<file path="config.mk">
export PLATFORM = sky130hd
export DESIGN_NAME = alac_uncompressed_frame_packer
export DESIGN_NICKNAME = d
export VERILOG_FILES = /design/src/sv/alacpk_pkg.sv /design/src/sv/alacpk_compose.sv /design/src/sv/alac_uncompressed_frame_packer.sv
export SDC_FILE = /design/constraint.sdc
export NUM_CORES = 1
export LEC_CHECK = 0
export BUFFER_PORTS_ARGS = -buffer_cell sky130_fd_sc_hd__buf_4
export CAP_MARGIN = 10
export CORE_MARGIN = 2
export CORE_UTILIZATION = 55
export DETAILED_ROUTE_END_ITERATION = 10
export GPL_TIMING_DRIVEN = 0
export PLACE_DENSITY = 0.83
export SYNTH_ARGS = -nofsm -noshare
export SYNTH_HDL_FRONTEND = slang
export SYNTH_SLANG_ARGS = --single-unit
</file>
<file path="constraint.sdc">
create_clock -name clk -period 7.7 [get_ports clk]
set_input_delay 1.54 -clock clk [delete_from_list [all_inputs] [get_ports clk]]
set_output_delay 1.54 -clock clk [all_outputs]
set_load 0.01 [all_outputs]
</file>
<file path="src/sv/alacpk_pkg.sv">
// ----------------------------------------------------------------------------
// alacpk_pkg
// Shared types and constants for the uncompressed frame packer.
// ----------------------------------------------------------------------------
package alacpk_pkg;

  localparam int unsigned MAX_FRAME_FRAMES = 4096;
  localparam int unsigned NOMINAL_RESET    = 4096;

  localparam int unsigned SAMPLE_W = 16;
  localparam int unsigned FRAMES_W = 13;
  localparam int unsigned BUF_W    = 72;

  localparam logic [2:0] CHAN_CODE = 3'd1;

  typedef struct packed {
    logic [BUF_W-1:0] bits;        // left aligned, MSB first
    logic [3:0]       nbytes;      // bytes to emit, 2..9
    logic [6:0]       carry_bits;
    logic [2:0]       carry_count;
  } pack_t;

endpackage

</file>
<file path="src/sv/alacpk_compose.sv">
// ----------------------------------------------------------------------------
// alacpk_compose
// Builds the bit image for one sample: pending bits, optional header and
// size field, then the sample; returns byte count and the new carry.
// ----------------------------------------------------------------------------
module alacpk_compose (
  input  logic [alacpk_pkg::SAMPLE_W-1:0] sample,
  input  logic                            first,
  input  logic                            last,
  input  logic [alacpk_pkg::FRAMES_W-1:0] frame_frames,
  input  logic [alacpk_pkg::FRAMES_W-1:0] nominal,
  input  logic [6:0]                      carry_bits,
  input  logic [2:0]                      carry_count,
  output alacpk_pkg::pack_t               result
);
  import alacpk_pkg::*;

  logic [31:0]      size32;
  logic             has_size;
  logic [2:0]       cc_eff;
  logic [6:0]       cb_eff;
  logic [BUF_W-1:0] payload;
  logic [6:0]       len;
  logic [6:0]       total;
  logic [BUF_W-1:0] prefix;
  logic [BUF_W-1:0] image;
  logic [BUF_W-1:0] shifted;
  logic [3:0]       nb;
  logic [2:0]       rem;
  logic [7:0]       tail;

  always_comb begin
    size32   = (32'(frame_frames) > 32'(MAX_FRAME_FRAMES)) ? 32'(MAX_FRAME_FRAMES)
                                                           : 32'(frame_frames);
    has_size = size32 != 32'(nominal);
    cc_eff   = first ? 3'd0 : carry_count;
    cb_eff   = first ? 7'd0 : carry_bits;

    if (first && has_size) begin
      payload = {CHAN_CODE, 16'h0000, 1'b1, 2'b00, 1'b1, size32, sample, 1'b0};
      len     = 7'd71;
    end else if (first) begin
      payload = {CHAN_CODE, 16'h0000, 1'b0, 2'b00, 1'b1, sample, 33'd0};
      len     = 7'd39;
    end else begin
      payload = {sample, 56'd0};
      len     = 7'd16;
    end

    total  = 7'(cc_eff) + len;
    prefix = {cb_eff, 65'd0} << (3'd7 - cc_eff);
    image  = prefix | (payload >> cc_eff);
    nb     = total[6:3];
    rem    = total[2:0];

    shifted = image << {nb, 3'b000};
    tail    = shifted[BUF_W-1 -: 8] >> (4'd8 - {1'b0, rem});

    result.bits        = image;
    result.nbytes      = nb + {3'd0, (last && (rem != 3'd0))};
    result.carry_bits  = last ? 7'd0 : tail[6:0];
    result.carry_count = last ? 3'd0 : rem;
  end

endmodule

</file>
<file path="src/sv/alac_uncompressed_frame_packer.sv">
// ----------------------------------------------------------------------------
// alac_uncompressed_frame_packer
// Packs 16-bit stereo PCM samples into an uncompressed ALAC frame bitstream.
// ----------------------------------------------------------------------------
// Input stream: one channel sample per request. s_tuser marks the first
// sample of a frame (header, and size field when frame_frames differs from
// the nominal length, go out ahead of it); s_tlast marks the last sample and
// flushes the partial byte, zero filled.
// Output stream: one bitstream byte per request, MSB first; m_tlast is set on
// the final byte of a frame.
// cfg_we/cfg_wdata write the nominal frame length; write only while idle.
// Pipeline: an input register feeds a byte buffer of up to 9 bytes. The first
// byte of a sample reaches m_tdata once it has passed the input register and
// been loaded into the buffer. A plain sample yields 2 or 3 bytes, one per
// cycle while m_tready is high, so the sustained sample rate is set by the
// byte-wide output; a first sample yields 4 to 9 bytes.
// The next sample moves into the buffer in the same cycle the last byte of
// the current one is taken, so no gap appears on the output.
// When the receiver stalls, the buffer holds and the input register fills,
// then s_tready drops. Reset empties both stages, drops pending bits and
// sets the nominal length to 4096.
// ----------------------------------------------------------------------------
module alac_uncompressed_frame_packer (
  input  logic                            clk,
  input  logic                            rst,
  input  logic                            cfg_we,
  input  logic [alacpk_pkg::FRAMES_W-1:0] cfg_wdata,
  input  logic                            s_tvalid,
  output logic                            s_tready,
  input  logic [31:0]                     s_tdata,   // sample[15:0], frame_frames[28:16]
  input  logic                            s_tuser,   // first
  input  logic                            s_tlast,
  output logic                            m_tvalid,
  input  logic                            m_tready,
  output logic [7:0]                      m_tdata,   // out_byte[7:0]
  output logic                            m_tlast
);
  import alacpk_pkg::*;

  logic [FRAMES_W-1:0] nominal;

  logic                a_valid;
  logic [SAMPLE_W-1:0] a_sample;
  logic [FRAMES_W-1:0] a_frames;
  logic                a_first;
  logic                a_last;
  logic                a_load;

  logic [6:0]          carry_bits;
  logic [2:0]          carry_count;

  logic                b_valid;
  logic [BUF_W-1:0]    b_buf;
  logic [3:0]          b_cnt;
  logic                b_last;

  pack_t               packed_item;

  alacpk_compose u_compose (
    .sample       (a_sample),
    .first        (a_first),
    .last         (a_last),
    .frame_frames (a_frames),
    .nominal      (nominal),
    .carry_bits   (carry_bits),
    .carry_count  (carry_count),
    .result       (packed_item)
  );

  assign a_load   = a_valid && (!b_valid || (m_tready && (b_cnt == 4'd1)));
  assign s_tready = !a_valid || a_load;

  assign m_tvalid = b_valid;
  assign m_tdata  = b_buf[BUF_W-1 -: 8];
  assign m_tlast  = b_last && (b_cnt == 4'd1);

  always_ff @(posedge clk) begin
    if (rst) begin
      nominal <= FRAMES_W'(NOMINAL_RESET);
    end else if (cfg_we) begin
      nominal <= cfg_wdata;
    end
  end

  always_ff @(posedge clk) begin
    if (rst) begin
      a_valid <= 1'b0;
    end else if (s_tvalid && s_tready) begin
      a_valid <= 1'b1;
    end else if (a_load) begin
      a_valid <= 1'b0;
    end
  end

  always_ff @(posedge clk) begin
    if (s_tvalid && s_tready) begin
      a_sample <= s_tdata[SAMPLE_W-1:0];
      a_frames <= s_tdata[SAMPLE_W +: FRAMES_W];
      a_first  <= s_tuser;
      a_last   <= s_tlast;
    end
  end

  always_ff @(posedge clk) begin
    if (rst) begin
      carry_bits  <= 7'd0;
      carry_count <= 3'd0;
    end else if (a_load) begin
      carry_bits  <= packed_item.carry_bits;
      carry_count <= packed_item.carry_count;
    end
  end

  always_ff @(posedge clk) begin
    if (rst) begin
      b_valid <= 1'b0;
      b_cnt   <= 4'd0;
    end else if (a_load) begin
      b_valid <= 1'b1;
      b_cnt   <= packed_item.nbytes;
    end else if (b_valid && m_tready) begin
      b_valid <= b_cnt != 4'd1;
      b_cnt   <= b_cnt - 4'd1;
    end
  end

  always_ff @(posedge clk) begin
    if (a_load) begin
      b_buf  <= packed_item.bits;
      b_last <= a_last;
    end else if (b_valid && m_tready) begin
      b_buf  <= b_buf << 8;
    end
  end

`ifndef NO_ASSERTIONS
  a_cnt_range: assert property (@(posedge clk) disable iff (rst)
    b_valid |-> (b_cnt != 4'd0) && (b_cnt <= 4'd9))
    else $error("byte count out of range");

  a_no_overwrite: assert property (@(posedge clk) disable iff (rst)
    (s_tvalid && s_tready && a_valid) |-> a_load)
    else $error("input register overwritten");

  a_flush_clears: assert property (@(posedge clk) disable iff (rst)
    (a_load && a_last) |=> (carry_count == 3'd0) && (carry_bits == 7'd0))
    else $error("pending bits left after frame end");

  a_min_bytes: assert property (@(posedge clk) disable iff (rst)
    a_load |-> (packed_item.nbytes >= 4'd2))
    else $error("sample produced too few bytes");
`endif

endmodule
</file>
==> impl_metrics.toml, run 1 <==
[grt]
grt_pass1_vias = 4928
grt.total_usage_pct = 26.7
antenna_found_initial = 0
grt_max_degree = 75
top_usage_layer = "met2"
grt_use_met1_pct = 34.9
grt-ovfl-total = 0
met2_usage_pct = 44.1
met3_usage_pct = 5.20
grt_pass1_wl_um = 26000

[worst_setup_path]
path_class = "in2out"
rr_startpoint = "b_cnt[1]"
startpoint = "m_tready"
crit_arrival_ns = 2.44
worst_r2r_endpoint = "b_buf[55]"
cp-endpoint = "s_tready"
start_kind = "input port"
timing.critical_path.to_type = "output pin"
reg2regPathDepth = 9
critPathRequiredTime_ns = 6.16
critPathMaxFanout = 3
regToRegSetupSlack_ns = 4.91

[sta]
slew_headroom_pct = 50.9
fin_crit_sh_pct = 51.6
setup_viol = 0
tightest_slew_ns = 0.736
layout_setup_ws_ns = 3.72
rsz0062_at_grt = "no"
setup_tns_ns = 0
max_freq_mhz = 252
finalMaxSlewViolations = 0
min_period_ns = 3.98
skew_ns = 0.00779
hold_viol = 0

[clock_tree]
cts_sinks = 133
post_cts_resized = 0
clkSlewWorstSetupHoldPaths_ns = 0.06
cts_tree = "done"
htree_levels = 4
clock_path_buffers = 2
cts_hold_buf = 0
cts_made_buffers = 17
post-cts-setup-buffer-count = 0
clkLatencyLatePin_ns = 0.42
ctsRootBufferMaster = "clkbuf_16"

[drt]
drc = 0
drtIter0Drc = 456
wl_per_cell_um = 20.5
dr.pass1.iters = 5
postRouteWirelength_um = 16300
num_vias = 4979
vias_per_cell = 6.24
ant_nets = 0

[yosys]
synth_cells = 562
synth_area_mm2 = 0.00655
synth_warnings = 0
async_reset_ff_share_pct = 0
ys_top_cells_by_area = "edfxtp_1 (48%), dfxtp_1 (8.9%), a22o_1 (5.5%)"
synth-edff-count = 104
ys_types = 58
synthMostInstantiatedCell = "edfxtp_1"
syn_area_per_cell_um2 = 11.7
synth.top_cells.by_count = "edfxtp_1 (104), nor2_1 (56), nand2_1 (46)"
ys_ff_latch = 133
synth_top_area_share_pct = 47.7
yosysTopAreaCell = "edfxtp_1"
ys_seq_area_share_pct = 56.5
ys.flop_type = "edfxtp_1"

[layout]
fill_cells = 852
layout-drive-gt1-share_pct = 19.4
area_growth_pct = 18.9
stdcell_count = 798
fin_nets = 699
antenna_cells = 0

[pwr]
vdd_drop_max_mv = 0.195
p_leak_nw = 2.85
powerDensity_mw_per_mm2 = 241

[die]
start_util_pct = 56.9
core-area_mm2 = 0.0115
io_pins = 63
fp.dieW_um = 113
die_h_um = 113
dieArea_mm2 = 0.0128
fp-row-count = 39

[placement]
port_buffers = 58
place_inst = 766
place_congestion = 0.989
dp_hpwl_um = 11600
place_ws_ns = 3.73

[hold_path]
hold_class = "reg2reg"

[flow_run]
maxCapViolations = 0

[status]
status = "finished clean"
[sequential cells by signal (all words and copies together) (netlist names)]
signal,cells
a_sample,16
b_buf,72
a_last,1
a_frames,13
b_last,1
carry_count,3
a_first,1
a_valid,1
nominal,13
m_tvalid,1
carry_bits,7
b_cnt,4
[per-layer routing]
metal	share of wire [%]	vias up
li1	-	2294
met1	41	2416
met2	49	239
met3	6.4	30
met4	2.7	0
met5	0	-
[layout make-up]
| cell class | count | area, um2 | share of cell area (%) |
|---|---|---|---|
| repair buffers | 60 | 483 | 6.20 |
| flip-flops and latches | 133 | 3700 | 47.6 |
| multi-input cells | 372 | 2590 | 33.3 |
| clock inverters | 15 | 129 | 1.66 |
| inverters | 10 | 37.5 | 0.482 |
| plain buffers | 48 | 235 | 3.02 |
| clock buffers | 17 | 425 | 5.46 |
| well taps | 143 | 179 | 2.30 |
[worst max-delay path: stages]
cell and delay (ns):
buf_4 0.09, nor4bb_1 0.37, nor2_1 0.19, nand2_1 0.12, buf_4 0.12
[kinds of logic (layout without fill, tap and decap cells)]
kind of cell | Yosys count | in the layout | share of synthesized area [%]
and+or+nand+nor | 164 | 164 | 12.3
other | 1 | 2 | 0.0573
AOI/OAI and AO/OA | 153 | 153 | 17.0
adders and majority gates | 5 | 5 | 0.955
xor gates and xnor gates | 9 | 9 | 1.20
muxes | 39 | 39 | 7.79
buffers and inverters | 58 | 150 | 4.16
DFF | 133 | 133 | 56.5
[metrics by stage]
step	total power [mW]	area, um2	hold slack [ns]	utilization, %
6_report	1.88	7780	0.466	67.6
5_1_grt	1.94	7780	0.478	67.6
4_1_cts	1.88	7780	0.466	67.6
3_5_place_dp	1.13	7230	0.458	62.8
3_3_place_gp	1.12	7170	0.445	62.2
2_1_floorplan	1.04	6550	0.429	-
[worst min path at each step]
stage	slack, ns	cells after the start	from	end
2_1_floorplan	0.43	2	carry_bits[6]	carry_bits[6]
3_3_place_gp	0.45	2	carry_bits[6]	carry_bits[6]
3_5_place_dp	0.46	2	carry_bits[6]	carry_bits[6]
4_1_cts	0.47	2	carry_bits[6]	carry_bits[6]
5_1_grt	0.48	2	carry_bits[6]	carry_bits[6]
6_report	0.47	2	carry_bits[6]	carry_bits[6]
[placed cells by master (no fill, tap or decap), drive strengths merged, types with 3 or more instances in the layout]
cell type / instances
o32ai: 4
nor3b: 3
a22o: 41
nand3: 7
inv: 14
o21a: 5
xnor2: 9
buf: 83
clkinv: 9
dfxtp: 29
a22oi: 5
o211ai: 6
clkbuf: 42
o21ai: 30
ha: 5
nand4: 4
mux2i: 24
nor4bb: 5
nand3b: 4
a211oi: 8
and3: 3
nand2: 46
nor2b: 6
nor2: 56
a21oi: 22
mux4: 9
nor3: 7
edfxtp: 104
o31ai: 4
and2: 14
nand2b: 3
mux2: 6
a31oi: 7
[power breakdown]
group	leakage (nW)	switching (mW)	internal [mW]
Clock	0.271	0.313	0.444
Sequential	1.24	0.0368	0.844
Combinational	1.34	0.134	0.107
Total	2.85	0.483	1.40
Power figures use the tool's default switching activity.
==> run 2: changes to the inputs <==
--- a/config.mk
+++ b/config.mk
@@ -8,10 +8,10 @@
 export BUFFER_PORTS_ARGS = -buffer_cell sky130_fd_sc_hd__buf_4
 export CAP_MARGIN = 10
 export CORE_MARGIN = 2
-export CORE_UTILIZATION = 55
+export CORE_UTILIZATION = 54
 export DETAILED_ROUTE_END_ITERATION = 10
 export GPL_TIMING_DRIVEN = 0
-export PLACE_DENSITY = 0.83
+export PLACE_DENSITY = 0.85
 export SYNTH_ARGS = -nofsm -noshare
 export SYNTH_HDL_FRONTEND = slang
 export SYNTH_SLANG_ARGS = --single-unit
==> constraint.sdc (replaced) <==
create_clock -name clk -period 3.5 [get_ports clk]
set_input_delay 0.7 -clock clk [delete_from_list [all_inputs] [get_ports clk]]
set_output_delay 0.7 -clock clk [all_outputs]
set_load 0.01 [all_outputs]
==> run 2 against run 1 <==
Hold slack lost 0.023 ns. Via count shrank 0.82%. Register-to-register slack lost 4.4 ns. Combinational power grew 120%. Wire length grew 2.4%. Sequential power grew 120%. Cell count grew 0.50%. Sequential cell count is the same. Clock skew grew 0.0033 ns. Count of clock-buffer cells in the layout is the same. Critical path type is now reg2reg. Critical endpoint is now b_buf[55]. Highest routed layer unchanged.
==> impl_metrics.toml, run 2 (same netlist as run 1, synthesis figures left out) <==
[status]
status = "finished clean"

[drt]
dr.pass1.iters = 6
wl_per_cell_um = 20.8
vias_per_cell = 6.16
drc = 0
postRouteWirelength_um = 16700
ant_nets = 0
num_vias = 4938
drtIter0Drc = 422

[clock_tree]
post-cts-setup-buffer-count = 0
post_cts_resized = 0
cts_tree = "done"
clkSlewWorstSetupHoldPaths_ns = 0.06
cts_made_buffers = 17
htree_levels = 4
ctsRootBufferMaster = "clkbuf_16"
clkLatencyLatePin_ns = 0.43
cts_hold_buf = 0
cts_sinks = 133
clock_path_buffers = 2

[sta]
fin_crit_sh_pct = 86.4
slew_headroom_pct = 51.7
tightest_slew_ns = 0.724
setup_viol = 0
skew_ns = 0.0111
hold_viol = 0
max_freq_mhz = 331
finalMaxSlewViolations = 0
rsz0062_at_grt = "no"
min_period_ns = 3.02
layout_setup_ws_ns = 0.476
timing.hold.ws_ns = 0.442
setup_tns_ns = 0

[grt]
grt_pass1_vias = 4993
grt.total_usage_pct = 27.3
grt_max_degree = 76
grt_pass1_wl_um = 26600
antenna_found_initial = 0
grt-ovfl-total = 0

[worst_setup_path]
slowest_stage = "buf_1"
cp_top_family = "buffers and inverters"
rr_startpoint = "b_cnt[1]"
crit_arrival_ns = 3.27
path_class = "reg2reg"
startpoint = "b_cnt[1]"
regToRegSetupSlack_ns = 0.48
path_cells = "inv_1 > ha_1 > nor4bb_1 > o21ai_1 > clkbuf_1 > clkbuf_1 > buf_1 > nand2_1 > o31ai_1"
critPathMaxFanout = 10
start_kind = "flop"
worst-path-buf-inv = 4
critPathRequiredTime_ns = 3.75
timing.critical_path.to_type = "flop"
cpMostUsedCell = "clkbuf_1"
crit_cells = 9
reg2regPathDepth = 9
max_stage_delay_ns = 0.52

[layout]
antenna_cells = 0
largest-register = "b_buf"
reg_top3 = "b_buf: 72 flops, a_sample: 16 flops"
fill_cells = 898
stdcell_count = 802
regArea_mm2 = 0.00370
area_growth_pct = 20.1
fin_util_pct = 66.0
design_area_mm2 = 0.00787
layout-drive-gt1-share_pct = 19.7
most-common-layout-cells = "edfxtp_1 (104), buf_4 (66), nor2_1 (56)"
fin_nets = 699
largest_reg_flops = 72
multi_input_area_mm2 = 0.00259
layout_commonest_cell = "edfxtp_1"

[placement]
place_congestion = 0.945
dp_hpwl_um = 11400
place_ws_ns = 0.363
place_inst = 770
port_buffers = 58
placed_area_mm2 = 0.00724

[hold_path]
hold_class = "in2reg"
min_path_cells = 1
worstHoldStart = "s_tdata[5]"

[die]
io_pins = 63
die_h_um = 114
core-area_mm2 = 0.0119
dieArea_mm2 = 0.0130
start_util_pct = 55.0
fp.dieW_um = 114
fp-row-count = 40

[flow_run]
maxCapViolations = 0

[pwr]
vdd_drop_max_mv = 0.438
powerDensity_mw_per_mm2 = 558
p_leak_nw = 2.88
power.total_mw = 4.39
## run 2: changes by cell type in the layout (fill, tap and decap cells not counted)
cell,change
clkinv_4,-1
clkinvlp_4,+1
inv_8,+1
clkinv_1,-2
bufinv_16,+3
inv_6,-2
## run 2: metal layers
layer  vias to the layer above  GRT usage, %  wire length (um)  part of all wire [%]
li1                       2292             -                 -                     -
met1                      2376          33.8              6630                    40
met2                       220          45.6              8360                    50
met3                        50          6.14              1190                   7.1
met4                         0          12.8               550                   3.3
met5                         -             0                 0                     0
## run 2: power breakdown
| group | leakage, nW | switching [mW] | internal [mW] |
|---|---|---|---|
| sequential | 1.24 | 0.0809 | 1.86 |
| clock | 0.303 | 0.719 | 1.20 |
| combinational | 1.34 | 0.298 | 0.236 |
## run 2: area by class of cell
class / count / area share (%)
multi-input combinational: 372 / 33.0
tap: 147 / 2.34
buffer: 48 / 2.99
clock inverter: 15 / 2.59
inverter: 10 / 0.477
timing repair buffer: 60 / 6.14
clock buffer: 17 / 5.41
sequential: 133 / 47.1
## run 2: path summary, 6_finish.rpt
check	end
setup / recovery	b_buf[55]
setup reg to reg	b_buf[55]
hold reg to reg	carry_bits[6]
hold / removal	a_sample[5]
==> run 3: changes to the inputs <==
--- a/config.mk
+++ b/config.mk
@@ -7,11 +7,13 @@
 export LEC_CHECK = 0
 export BUFFER_PORTS_ARGS = -buffer_cell sky130_fd_sc_hd__buf_4
 export CAP_MARGIN = 10
+export CELL_PAD_IN_SITES_DETAIL_PLACEMENT = 0
+export CELL_PAD_IN_SITES_GLOBAL_PLACEMENT = 1
 export CORE_MARGIN = 2
-export CORE_UTILIZATION = 54
+export CORE_UTILIZATION = 43
 export DETAILED_ROUTE_END_ITERATION = 10
 export GPL_TIMING_DRIVEN = 0
-export PLACE_DENSITY = 0.85
+export PLACE_DENSITY = 0.84
 export SYNTH_ARGS = -nofsm -noshare
 export SYNTH_HDL_FRONTEND = slang
 export SYNTH_SLANG_ARGS = --single-unit
==> run 3 against run 2 <==
Total power decreased by 0.60%. Register-to-register slack improved by 0.14 ns. Global-route usage decreased by 5.9 points. Sequential share of layout area decreased by 0.29 points. Sequential cell count unchanged. Highest routed layer unchanged.
==> impl_metrics.toml, run 3 (same netlist as run 1, synthesis figures left out) <==
[status]
status = "finished clean"

[hold_path]
hold_class = "in2reg"
min_to = "a_last"
worstHoldStart = "s_tlast"
min_path_cells = 1

[drt]
drc = 0
postRouteWirelength_um = 16600
ant_nets = 0
wl_per_cell_um = 19.6
vias_per_cell = 5.84
num_vias = 4920
drtIter0Drc = 288
dr.pass1.iters = 7

[sta]
skew_ns = 0.00728
setup_viol = 0
setup_tns_ns = 0
rsz0062_at_grt = "no"
slew_headroom_pct = 50.3
hold_viol = 0
layout_setup_ws_ns = 0.613
fin_crit_sh_pct = 82.5
tightest_slew_ns = 0.746
finalMaxSlewViolations = 0
max_freq_mhz = 346
min_period_ns = 2.89

[placement]
place_ws_ns = 0.429
place_congestion = 0.907
dp_hpwl_um = 11800
port_buffers = 58

[worst_setup_path]
crit_arrival_ns = 3.13
worst_r2r_endpoint = "b_buf[55]"
worst-path-buf-inv = 4
startpoint = "b_cnt[1]"
rr_startpoint = "b_cnt[1]"
crit_cells = 9
cp_top_family = "buffers and inverters"
path_class = "reg2reg"
critPathMaxFanout = 10
path_cells = "inv_1 > ha_1 > nor4bb_1 > o21ai_1 > clkbuf_1 > clkbuf_1 > buf_1 > nand2_1 > o31ai_1"
cpMostUsedCell = "clkbuf_1"
max_stage_delay_ns = 0.49
slowest_stage = "clkbuf_1"
critPathRequiredTime_ns = 3.75
start_kind = "flop"
regToRegSetupSlack_ns = 0.61
reg2regPathDepth = 9
timing.critical_path.to_type = "flop"

[die]
dieArea_mm2 = 0.0162
fp.dieW_um = 127
io_pins = 63
start_util_pct = 43.6
core-area_mm2 = 0.0150
die_h_um = 127
fp-row-count = 45

[clock_tree]
cts_made_buffers = 17
cts_tree = "done"
post-cts-setup-buffer-count = 0
htree_levels = 4
ctsRootBufferMaster = "clkbuf_16"
post_cts_resized = 0
cts_hold_buf = 0
cts_sinks = 133
clkSlewWorstSetupHoldPaths_ns = 0.06
clkLatencyLatePin_ns = 0.43
clock_path_buffers = 2

[flow_run]
maxCapViolations = 0

[grt]
grt_max_degree = 74
grt-ovfl-total = 0
grt_pass1_vias = 4969
grt_pass1_wl_um = 26500
grt.total_usage_pct = 21.4
antenna_found_initial = 0

[layout]
multi_input_area_mm2 = 0.00259
layout-drive-gt1-share_pct = 19.5
reg_top3 = "b_buf: 72 flops, a_sample: 16 flops"
largest_reg_flops = 72
largest-register = "b_buf"
fill_cells = 1290
area_growth_pct = 20.8
most-common-layout-cells = "edfxtp_1 (104), buf_4 (66), nor2_1 (56)"
antenna_cells = 0
layout_commonest_cell = "edfxtp_1"
fin_nets = 699
regArea_mm2 = 0.00370

[pwr]
vdd_drop_max_mv = 0.306
p_leak_nw = 2.88
powerDensity_mw_per_mm2 = 551
-- run 3: power breakdown --
part	switching (mW)	internal (mW)
logic	0.292	0.236
registers	0.0771	1.86
clock network	0.705	1.20
-- run 3: area by class of cell --
cell class / instances / area share, %
plain buffers: 48 / 2.97
clock buffers: 17 / 5.38
clock inverters: 15 / 2.55
inverters: 10 / 0.474
multi-input cells: 372 / 32.8
flip-flops and latches: 133 / 46.8
well taps: 188 / 2.97
repair buffers: 60 / 6.10
-- run 3: worst max path at each step --
stage	to	slack (ns)
floorplan	a_first	0.43
global placement	a_sample[15]	-0.46
detailed placement	b_buf[55]	0.43
CTS	b_buf[55]	0.62
global route	b_buf[55]	0.38
finish	b_buf[55]	0.61
-- run 3: routing by layer --
layer | share of wire, % | vias to the layer above | GRT usage (%)
met5 | 0 | - | 0
met4 | 2.9 | 0 | 9.63
met3 | 4.5 | 34 | 3.98
met2 | 49 | 168 | 35.1
met1 | 44 | 2419 | 27.8
li1 | - | 2299 | -
-- run 3: per-stage QoR --
stage	cell area, um2	utilization (%)	hold slack, ns	std cells	power [mW]
finish	7910	52.6	0.447	843	4.36
global route	7910	52.6	0.438	843	4.51
CTS	7910	52.6	0.434	843	4.39
detailed placement	7290	48.5	0.455	811	2.49
global placement	7220	48.1	0.445	809	2.47
floorplan	6550	-	0.429	563	2.29
-- run 3: worst reg2reg max path: stages, from the launching register on --
cell	delay, ns
dfxtp_1	0.36
inv_1	0.08
ha_1	0.19
nor4bb_1	0.15
o21ai_1	0.25
clkbuf_1	0.41
clkbuf_1	0.49
buf_1	0.49
nand2_1	0.20
o31ai_1	0.10
